## src/rtl/core/trla_pkg.sv

```systemverilog
`timescale 1ns / 1ps

package trla_pkg;

   localparam int RIDER_W    = 8;
   localparam int STATION_W  = 4;
   localparam int ROUTE_W    = 2 * STATION_W;
   localparam int TIME_W     = 24;
   localparam int FRAC_W     = 8;
   localparam int SUM_W      = 48;
   localparam int SUM_EXT_W  = SUM_W + 1;
   localparam int COUNT_W    = 32;
   localparam int AVG_W      = 32;
   localparam int RECORD_W   = STATION_W + TIME_W;
   localparam int NUM_RIDERS = 1 << RIDER_W;
   localparam int NUM_ROUTES = 1 << ROUTE_W;
   localparam int DIVIDEND_W = SUM_W + FRAC_W;
   localparam int DIV_CNT_W  = $clog2(DIVIDEND_W);
   localparam int REQ_DATA_W = RIDER_W + 2 * STATION_W + TIME_W;
   localparam int FUNC_W     = 2;
   localparam int RSP_USER_W = 2;

   typedef enum logic [FUNC_W-1:0] {
      FUNC_CHECK_IN  = 2'd0,
      FUNC_CHECK_OUT = 2'd1,
      FUNC_QUERY     = 2'd2
   } func_type;

   typedef enum logic [2:0] {
      S_IDLE,
      S_DECODE,
      S_RIDER,
      S_ROUTE,
      S_DIV,
      S_DONE
   } state_type;

   typedef struct packed {
      logic                 rd_en;
      logic                 wr_en;
      logic                 clr_en;
      logic [RIDER_W-1:0]   addr;
      logic [STATION_W-1:0] station;
      logic [TIME_W-1:0]    stamp;
   } rider_cmd_type;

   typedef struct packed {
      logic                 valid;
      logic [STATION_W-1:0] station;
      logic [TIME_W-1:0]    stamp;
   } rider_data_type;

   typedef struct packed {
      logic               rd_en;
      logic               wr_en;
      logic [ROUTE_W-1:0] addr;
      logic [SUM_W-1:0]   sum;
      logic [COUNT_W-1:0] count;
   } route_cmd_type;

   typedef struct packed {
      logic [SUM_W-1:0]   sum;
      logic [COUNT_W-1:0] count;
   } route_data_type;

   typedef struct packed {
      logic                  start;
      logic [DIVIDEND_W-1:0] dividend;
      logic [COUNT_W-1:0]    divisor;
   } div_cmd_type;

   typedef struct packed {
      logic                  done;
      logic [DIVIDEND_W-1:0] quotient;
   } div_res_type;

endpackage

```

## src/rtl/core/trla_divider.sv

```systemverilog
`timescale 1ns / 1ps

// restoring divider, one quotient bit per cycle
module trla_divider (
   input  logic                  clock,
   input  logic                  reset,
   input  trla_pkg::div_cmd_type cmd,
   output trla_pkg::div_res_type res
);

   localparam logic [trla_pkg::DIV_CNT_W-1:0] LAST_STEP =
      trla_pkg::DIV_CNT_W'(trla_pkg::DIVIDEND_W - 1);

   logic                               busy_ff;
   logic                               busy_in;
   logic                               done_ff;
   logic                               done_in;
   logic [trla_pkg::DIV_CNT_W-1:0]     cnt_ff;
   logic [trla_pkg::DIV_CNT_W-1:0]     cnt_in;
   logic [trla_pkg::COUNT_W-1:0]       rem_ff;
   logic [trla_pkg::COUNT_W-1:0]       rem_in;
   logic [trla_pkg::DIVIDEND_W-1:0]    quo_ff;
   logic [trla_pkg::DIVIDEND_W-1:0]    quo_in;
   logic [trla_pkg::COUNT_W-1:0]       dsr_ff;
   logic [trla_pkg::COUNT_W-1:0]       dsr_in;
   logic [trla_pkg::COUNT_W:0]         trial;
   logic [trla_pkg::COUNT_W:0]         diff;

   always_comb begin
      busy_in = busy_ff;
      done_in = 1'b0;
      cnt_in  = cnt_ff;
      rem_in  = rem_ff;
      quo_in  = quo_ff;
      dsr_in  = dsr_ff;
      trial   = {rem_ff, quo_ff[trla_pkg::DIVIDEND_W-1]};
      diff    = trial - {1'b0, dsr_ff};
      if (cmd.start) begin
         busy_in = 1'b1;
         cnt_in  = '0;
         rem_in  = '0;
         quo_in  = cmd.dividend;
         dsr_in  = cmd.divisor;
      end else if (busy_ff) begin
         if (!diff[trla_pkg::COUNT_W]) begin
            rem_in = diff[trla_pkg::COUNT_W-1:0];
            quo_in = {quo_ff[trla_pkg::DIVIDEND_W-2:0], 1'b1};
         end else begin
            rem_in = trial[trla_pkg::COUNT_W-1:0];
            quo_in = {quo_ff[trla_pkg::DIVIDEND_W-2:0], 1'b0};
         end
         cnt_in = cnt_ff + 1'b1;
         if (cnt_ff == LAST_STEP) begin
            busy_in = 1'b0;
            done_in = 1'b1;
         end
      end
   end

   always_ff @(posedge clock) begin
      if (reset) begin
         busy_ff <= 1'b0;
         done_ff <= 1'b0;
         cnt_ff  <= '0;
      end else begin
         busy_ff <= busy_in;
         done_ff <= done_in;
         cnt_ff  <= cnt_in;
      end
   end

   always_ff @(posedge clock) begin
      rem_ff <= rem_in;
      quo_ff <= quo_in;
      dsr_ff <= dsr_in;
   end

   assign res.done     = done_ff;
   assign res.quotient = quo_ff;

endmodule

```

## config.mk

```make
export PLATFORM = sky130hd
export DESIGN_NAME = trla_divider
export DESIGN_NICKNAME = d
export VERILOG_FILES = /design/src/rtl/core/trla_pkg.sv /design/src/rtl/core/trla_divider.sv
export SDC_FILE = /design/constraint.sdc
export NUM_CORES = 1
export LEC_CHECK = 0
export BUFFER_PORTS_ARGS = -buffer_cell sky130_fd_sc_hd__buf_4
export CAP_MARGIN = 20
export CORE_MARGIN = 5
export CORE_UTILIZATION = 45
export DETAILED_ROUTE_END_ITERATION = 6
export GPL_ROUTABILITY_DRIVEN = 0
export PLACE_DENSITY = 0.66
export SLEW_MARGIN = 0
export SYNTH_ARGS = -nofsm -noshare
export SYNTH_HDL_FRONTEND = slang
export SYNTH_SLANG_ARGS = --single-unit
```

## constraint.sdc

```tcl
create_clock -name clock -period 4.2 [get_ports clock]
set_input_delay 0.42 -clock clock [delete_from_list [all_inputs] [get_ports clock]]
set_output_delay 0.42 -clock clock [all_outputs]
set_load 0.02 [all_outputs]
```

# --- Word-level counts from Yosys, hierarchy flattened ---
# Cells that the tools add are included.
classes:
  addsub: 2
  n_eq_ne: 1
  mux: 8
  n_bitwise: 1
  reduce_logical: 3
op_table:
  columns: ["op", "n"]
  rows:
  - ["2-to-1 mux 56 bit", 2]
  - ["subtractor 33 x 32 -> 33 bit", 1]
  - ["2-to-1 mux 32 bit", 1]
  - ["adder 6 x 1 -> 6 bit, second input constant", 1]
  - ["== test 6 bit, second input constant", 1]
  - ["2-to-1 mux 1 bit", 5]
  - ["OR reduction 3 bit", 1]
  - ["nonzero test 2 bit", 1]
  - ["OR reduction 2 bit", 1]
  - ["NOT 1 bit", 1]
totals:
  reg_bits: 128
  inputBits: 91
  output_inout_bits: 57
  word_cells: 21

# --- Depth between registers and ports, before layout ---
# Gate-level depths: netlist of the first run.
logic_depth:
  depth_word: 4
  ltp_mapped: 13
  mapped_depth_nobuf: 11

# --- Worst setup path after synthesis of the first run ---
# Ideal clock, no wire load.
synth_timing:
  path_kind: "reg-to-reg"
  from: "reg quo_ff[55] (netlist name)"
  to: "reg rem_ff[30] (netlist name)"
  setup_ns: 0.142
  arrival_ns: 2.984
  path_slack_ns: 1.074
  path_stages_with_launch: 12
  synth_period_minus_slack_ns: 3.126
  cell_sequence: "edfxtp_1 -> inv_1 -> ha_1 -> fa_1 -> nand2b_1 -> a21o_1 -> a211o_1 -> a311oi_4 -> a31oi_1 -> mux2_2 -> o41ai_1 -> a311oi_1"
synth_between:
  elab_chain_cells: 2
synth_lines:
  columns: ["item", "line", "text"]
  rows:
  - ["start: declaration", "trla_divider.sv:22", "logic [trla_pkg::DIVIDEND_W-1:0] quo_ff;"]
  - ["start signal: assignment", "trla_divider.sv:74", "quo_ff <= quo_in;"]
  - ["subtractor 33 x 32 -> 33 bit", "trla_divider.sv:37", "diff = trial - {1'b0, dsr_ff};"]
  - ["2-to-1 mux 32 bit", "trla_divider.sv:45", "if (!diff[trla_pkg::COUNT_W]) begin"]
  - ["end signal: assignment", "trla_divider.sv:73", "rem_ff <= rem_in;"]
  - ["end: declaration", "trla_divider.sv:20", "logic [trla_pkg::COUNT_W-1:0] rem_ff;"]
# No other way between the ends.
# A chain may end at the register's enable or synchronous reset.

# --- Worst setup path in the final report of the first run ---
layout_timing:
  from: "reg quo_ff[55] (netlist name)"
  to: "reg rem_ff[5] (netlist name)"
# Same word-level chain as after synthesis.

==> flow_metrics.py, run 1 <==
metrics = {
    "run_status": {
        "outcome": "completed",
    },
    "die": {
        "die_w_um": 133.9,
        "row_count": 45,
        "io_pins": 148,
        "die_h_um": 133.9,
        "start_util_pct": 45.63,
        "core_area_mm2": 0.01515,
        "die_area_mm2": 0.01794,
    },
    "clock_network": {
        "cts_made_buffers": 17,
        "cts.sinks": 128,
        "ctsRootBufferMaster": "clkbuf_16",
        "clockBufferDepth": 2,
        "postCtsSetupBuffers": 0,
        "insertion_delay_ns": 0.42,
        "cts_max_level": 4,
        "cts_resized": 0,
        "tritoncts": "done",
        "ctsHoldBuffers": 0,
        "clkTransAtPathRegs_ns": 0.06,
    },
    "timing": {
        "period_share_pct": 81.27,
        "layout_setup_ws_ns": 0.7868,
        "fin_skew_ns": 0.007088,
        "fmax_mhz": 293.0,
        "finalSetupViolations": 0,
        "fin_crit_ns": 3.413,
        "drv_slew": 0,
        "holdWs_ns": 0.1657,
        "rsz0062_at_grt": "false",
        "max_slew.worst_pin.slew_ns": 0.7204,
        "setup_tns_ns": 0,
        "hold_viol": 0,
        "slew_headroom_pct": 51.97,
    },
    "global_routing": {
        "gr-total-overflow": 0,
        "antenna_found_initial": 0,
        "track_usage_pct": 19.02,
        "grt_pass1_wl_mm": 27.32,
        "first_global_vias": 5515,
        "grt_max_degree": 58,
    },
    "synthesis": {
        "synth-edff-count": 88,
        "syn_area_mm2": 0.006912,
        "async_flop_share_pct": 0,
        "ys_ff_latch": 128,
        "post-synth-top-count-cell": "edfxtp_1",
        "ys_top_cells_by_count": "88 x edfxtp_1, 67 x nand2_1, 56 x mux2_2",
        "synth_ff_type": "edfxtp_1",
        "avgSynthCellArea_um2": 10.78,
        "yosys.cell_types.count": 58,
        "yosysTopAreaCell": "edfxtp_1",
        "yosys_warnings": 0,
        "ys_seq_area_share_pct": 49.82,
        "synth_top_area_share_pct": 38.23,
        "syn-instance-count": 641,
        "synth_nets": 766,
        "synth_area_leaders": "edfxtp_1 38%, dfxtp_1 12%, mux2_2 9.1%",
    },
    "finish": {
        "fin_cells": 982,
        "nNetsFinal": 907,
        "fillCellCount": 1312,
        "area_growth_pct": 26.61,
        "n_antenna_cell": 0,
        "drive_gt1_share_pct": 31.74,
    },
    "place": {
        "placed_cells": 951,
        "port_buffers": 147,
        "pre_cts_ws_ns": 0.7741,
        "hpwl_mm": 12.25,
    },
    "setup_path": {
        "end_kind": "flip-flop",
        "r2r_start": "quo_ff[55]",
        "r2r_slack_ns": 0.79,
        "critical_path_buf_inv_count": 2,
        "path_class": "reg -> reg",
        "crit_path_max_fanout": 7,
        "slowest_stage": "fa_1",
        "crit_chain": "inv_1 -> ha_1 -> fa_1 -> nand2b_1 -> a21o_1 -> a211o_1 -> a311oi_4 -> a21oi_2 -> xor2_2 -> buf_4 -> or3_1 -> a311oi_1",
        "cp_data_required_time_ns": 4.52,
        "slowest_delay_ns": 0.38,
        "cp.arrival_ns": 3.73,
        "reg2reg_depth": 12,
        "worst_r2r_endpoint": "rem_ff[5]",
        "critical_path.top_delay_family": "compound AO/OA/AOI/OAI gates",
        "worstSetupStartpointType": "flip-flop",
    },
    "min_path": {
        "hold_depth": 2,
        "holdPathEnd": "busy_ff",
        "hold_path_startpoint": "reset",
        "hold_path.class": "in -> reg",
    },
    "job": {
        "drv_cap": 0,
    },
    "routing": {
        "vias_per_cell": 5.471,
        "wl_per_cell_um": 17.07,
        "num_vias": 5373,
        "drt_iter0_drc": 361,
        "ant_nets": 0,
        "first_pass_iters": 4,
        "drc": 0,
        "wl_mm": 16.77,
    },
    "pwr": {
        "power_density_mw_per_mm2": 444.6,
        "leakagePower_nw": 3.734,
        "vdd_drop_max_v": 0.0003306,
    },
}
## worst register-to-register path: cells and delay by family, from the launching register on
family                   cells  cell delay (ns)
AO/OA/AOI/OAI                5             1.34
adder cells (fa/ha/maj)      2             0.60
AND/OR/NAND/NOR              2             0.57
flip-flops                   1             0.37
buffers and inverters        2             0.25
XOR/XNOR                     1             0.20
## how the worst max path moves through the flow
stage / from / end / slack [ns] / cells past startpoint
finish: quo_ff[55] / rem_ff[5] / 0.79 / 12
global route: quo_ff[55] / rem_ff[5] / 0.56 / 12
CTS: quo_ff[55] / rem_ff[5] / 0.77 / 12
detailed placement: quo_ff[55] / rem_ff[5] / 0.77 / 12
global placement: quo_ff[55] / rem_ff[5] / 0.90 / 12
floorplan: quo_ff[55] / rem_ff[30] / 1.07 / 11
## per-layer routing
layer	up-vias	global-route usage, %	part of all wire [%]
met4	0	5.257	0.77
li1	2639	-	-
met3	11	8.177	8.4
met1	2577	23.22	43
met5	-	0	0
met2	146	30.91	47
## cells by family after synthesis
kind of cell               after synthesis  share of synthesized area (%)
AOI/OAI and AO/OA                      140                          14.39
xor gates and xnor gates                26                          3.403
adders and majority gates               34                          6.264
buffers and inverters                   74                          4.471
DFF                                    128                          49.82
muxes                                   61                          9.848
and+or+nand+nor                        178                          11.80
## sequential cells by signal (all words and copies together), names as in the netlist
register	count
quo_ff	56
dsr_ff	32
rem_ff	32
cnt_ff	6
busy_ff	1
done_ff	1
## report_power, final
part	total, mW	internal [mW]	switching [mW]
sequential	1.56	1.49	0.0717
clock	1.43	0.869	0.557
combinational	0.908	0.407	0.501
## layout make-up
class / instances / area (um^2) / area share [%]
Sequential cell: 128 / 3443 / 39.35
Timing Repair Buffer: 157 / 1191 / 13.61
Tap cell: 188 / 235.2 / 2.688
Clock inverter: 13 / 138.9 / 1.587
Clock buffer: 18 / 429.2 / 4.904
Multi-Input combinational cell: 439 / 3167 / 36.19
Inverter: 39 / 146.4 / 1.673
## metrics by stage
| step | total power, mW | utilization [%] | cell area (um^2) |
|---|---|---|---|
| 2_1_floorplan | 2.184 | - | 6912 |
| 3_3_place_gp | 2.468 | 53.90 | 8163 |
| 3_5_place_dp | 2.486 | 54.03 | 8183 |
| 4_1_cts | 3.924 | 57.78 | 8751 |
| 5_1_grt | 4.089 | 57.78 | 8751 |
| 6_report | 3.891 | 57.78 | 8751 |
## cell usage in the layout (no fill, tap or decap), drive strengths merged, types with 22 or more instances in the layout
master and count:
nand2 67, mux2 56, o21ai 22, ha 33, buf 157, dfxtp 40, nor2 53, edfxtp 88
inv 41, a21oi 29
No activity file was read; power rests on OpenSTA's default activity.
==> run 2: changes to the inputs <==
Settings changed: ABC_AREA set to 1, PLACE_DENSITY 0.66 to 0.65.
Clock period 4.2 ns to 3.5 ns, I/O delays scaled along.
==> run 2 against run 1 <==
  * Power up 4.1%
  * Flip-flop and latch count is the same
  * First-iteration DRC count rose by 20%
  * Worst hold slack got worse by 0.064 ns
  * Sequential share of layout area is 4.1 points lower
==> flow_metrics.py, run 2 <==
metrics = {
    "die": {
        "die_w_um": 142.8,
        "start_util_pct": 45.86,
        "io_pins": 148,
        "core_area_mm2": 0.01730,
        "row_count": 48,
        "die_area_mm2": 0.02038,
        "die_h_um": 142.8,
    },
    "finish": {
        "largest_reg_flops": 56,
        "final_util_pct": 56.44,
        "regArea_mm2": 0.003443,
        "layout_common_cells": "538 x nand2_1, 212 x inv_1, 152 x buf_4",
        "nNetsFinal": 1414,
        "n_antenna_cell": 0,
        "drive_gt1_share_pct": 15.91,
        "multi_input_comb_area_mm2": 0.003541,
        "top_regs": "quo_ff (56), dsr_ff (32), rem_ff (32)",
        "fillCellCount": 1706,
        "area_growth_pct": 23.06,
        "final_common_cell": "nand2_1",
        "regMostFlops": "quo_ff",
    },
    "setup_path": {
        "crit_path_max_fanout": 33,
        "path_class": "reg -> reg",
        "crit_chain": "inv_1 -> ha_1 -> fa_1 -> inv_1 -> nand2_1 -> nand2_1 -> nand3_1 -> nand2_2 -> nand2_1 -> nand2_1 -> nand2_2 -> nand2_2 -> nand2_2 -> nand2_4 -> o21ai_0",
        "r2r_slack_ns": 0.80,
        "critical_path.top_delay_family": "simple AND/OR/NAND/NOR gates",
        "end_kind": "flip-flop",
        "cp_data_required_time_ns": 3.65,
        "slowest_stage": "fa_1",
        "reg2reg_depth": 15,
        "cp.arrival_ns": 2.85,
        "r2r_start": "quo_ff[55]",
        "critical_path_buf_inv_count": 2,
        "worstSetupStartpointType": "flip-flop",
        "slowest_delay_ns": 0.42,
        "worst-path-stages": 15,
        "worst_r2r_endpoint": "quo_ff[0]",
    },
    "routing": {
        "vias_per_cell": 4.635,
        "wl_per_cell_um": 13.28,
        "first_pass_iters": 5,
        "drt_iter0_drc": 432,
        "drc": 0,
        "ant_nets": 0,
        "wl_mm": 20.26,
        "num_vias": 7073,
    },
    "timing": {
        "fin_crit_ns": 2.696,
        "slew_headroom_pct": 39.16,
        "drv_slew": 0,
        "fin_skew_ns": 0.007502,
        "rsz0062_at_grt": "false",
        "period_share_pct": 77.03,
        "holdWs_ns": 0.1012,
        "max_slew.worst_pin.slew_ns": 0.9112,
        "finalSetupViolations": 0,
        "fmax_mhz": 370.9,
        "hold_viol": 0,
        "setup_tns_ns": 0,
    },
    "synthesis": {
        "synth_area_leaders": "edfxtp_1 33%, nand2_1 25%, dfxtp_1 10%",
        "synth_ff_type": "edfxtp_1",
        "syn-instance-count": 1143,
        "yosysTopAreaCell": "edfxtp_1",
        "synth-edff-count": 88,
        "ys_top_cells_by_count": "538 x nand2_1, 213 x inv_1, 88 x edfxtp_1",
        "async_flop_share_pct": 0,
        "ys_ff_latch": 128,
        "synth_nets": 1268,
        "post-synth-top-count-cell": "nand2_1",
        "synth_top_area_share_pct": 33.31,
        "syn_area_mm2": 0.007933,
        "yosys.cell_types.count": 33,
        "ys_seq_area_share_pct": 43.41,
        "yosys_warnings": 0,
        "avgSynthCellArea_um2": 6.940,
    },
    "global_routing": {
        "grt_pass1_wl_mm": 33.79,
        "busiest_layer": "met2",
        "track_usage_pct": 20.81,
        "first_global_vias": 7116,
        "grtUsageMet3_pct": 8.540,
        "grt_use_met1_pct": 25.85,
        "antenna_found_initial": 0,
        "grtUsageMet2_pct": 33.41,
        "grt_max_degree": 56,
        "gr-total-overflow": 0,
    },
    "pwr": {
        "power_density_mw_per_mm2": 414.8,
        "leakagePower_nw": 5.301,
        "vdd_drop_max_v": 0.0003318,
        "power_mw": 4.050,
    },
    "clock_network": {
        "ctsHoldBuffers": 0,
        "tritoncts": "done",
        "insertion_delay_ns": 0.42,
        "cts_max_level": 4,
        "clockBufferDepth": 2,
        "cts_made_buffers": 17,
        "cts_resized": 0,
        "clkTransAtPathRegs_ns": 0.06,
        "cts.sinks": 128,
        "ctsRootBufferMaster": "clkbuf_16",
        "postCtsSetupBuffers": 0,
    },
    "min_path": {
        "hold_depth": 1,
        "hold_path.class": "in -> reg",
        "holdPathEnd": "dsr_ff[19]",
        "hold_path_startpoint": "cmd[19]",
    },
    "run_status": {
        "outcome": "completed",
    },
    "place": {
        "hpwl_mm": 15.30,
        "port_buffers": 147,
    },
    "job": {
        "drv_cap": 0,
    },
}
run 2: cell types whose count changed after synthesis, moves of 8 or more:
cell and delta:
a211oi_1 -9, a21o_1 -17, a311oi_1 -20, clkbuf_1 -10
inv_1 +174, mux2_2 -56, nand2_1 +471, nand2_2 +10
nand3_1 +51, o21ai_0 -14, xor2_1 -8
run 2: per-layer routing:
metal  share of wire [%]  wire length, um
met1                  45             9153
met2                  44             8952
met3                 9.0             1822
met4                 1.6              333
met5                   0                0
run 2: per-stage QoR:
stage,setup slack [ns],std cells,instance area (um^2)
finish,0.8039,1526,9762
global route,0.5477,1526,9762
CTS,0.8312,1526,9762
detailed placement,0.8463,1495,9218
global placement,0.9202,1495,9218
floorplan,1.044,1143,7933
run 2: cells by family (layout without fill, tap and decap cells):
group	after synthesis	count (layout)	synth area share [%]
DFF	128	128	43.41
adders and majority gates	34	34	5.457
AOI/OAI and AO/OA	34	34	2.224
and+or+nand+nor	691	691	35.24
xor gates and xnor gates	15	15	1.656
buffers and inverters	241	399	12.02
run 2: final cells by class:
| class | instances | share of cell area (%) |
|---|---|---|
| inverters | 216 | 8.306 |
| well taps | 225 | 2.884 |
| repair buffers | 152 | 11.69 |
| flip-flops and latches | 128 | 35.27 |
| clock buffers | 17 | 4.358 |
| multi-input cells | 774 | 36.27 |
| clock inverters | 14 | 1.218 |
run 2: worst max-delay path by stage:
stage / from / endpoint / slack, ns
floorplan: cmd[88] / quo_ff[0] / 1.04
global placement: quo_ff[55] / quo_ff[0] / 0.92
detailed placement: quo_ff[55] / quo_ff[0] / 0.85
CTS: quo_ff[55] / quo_ff[0] / 0.83
global route: quo_ff[55] / rem_ff[24] / 0.55
finish: quo_ff[55] / quo_ff[0] / 0.80
run 2: where the power goes:
part	switching (mW)	total, mW	internal, mW
combinational	0.353	0.592	0.240
clock	0.693	1.66	0.969
sequential	0.0540	1.80	1.74
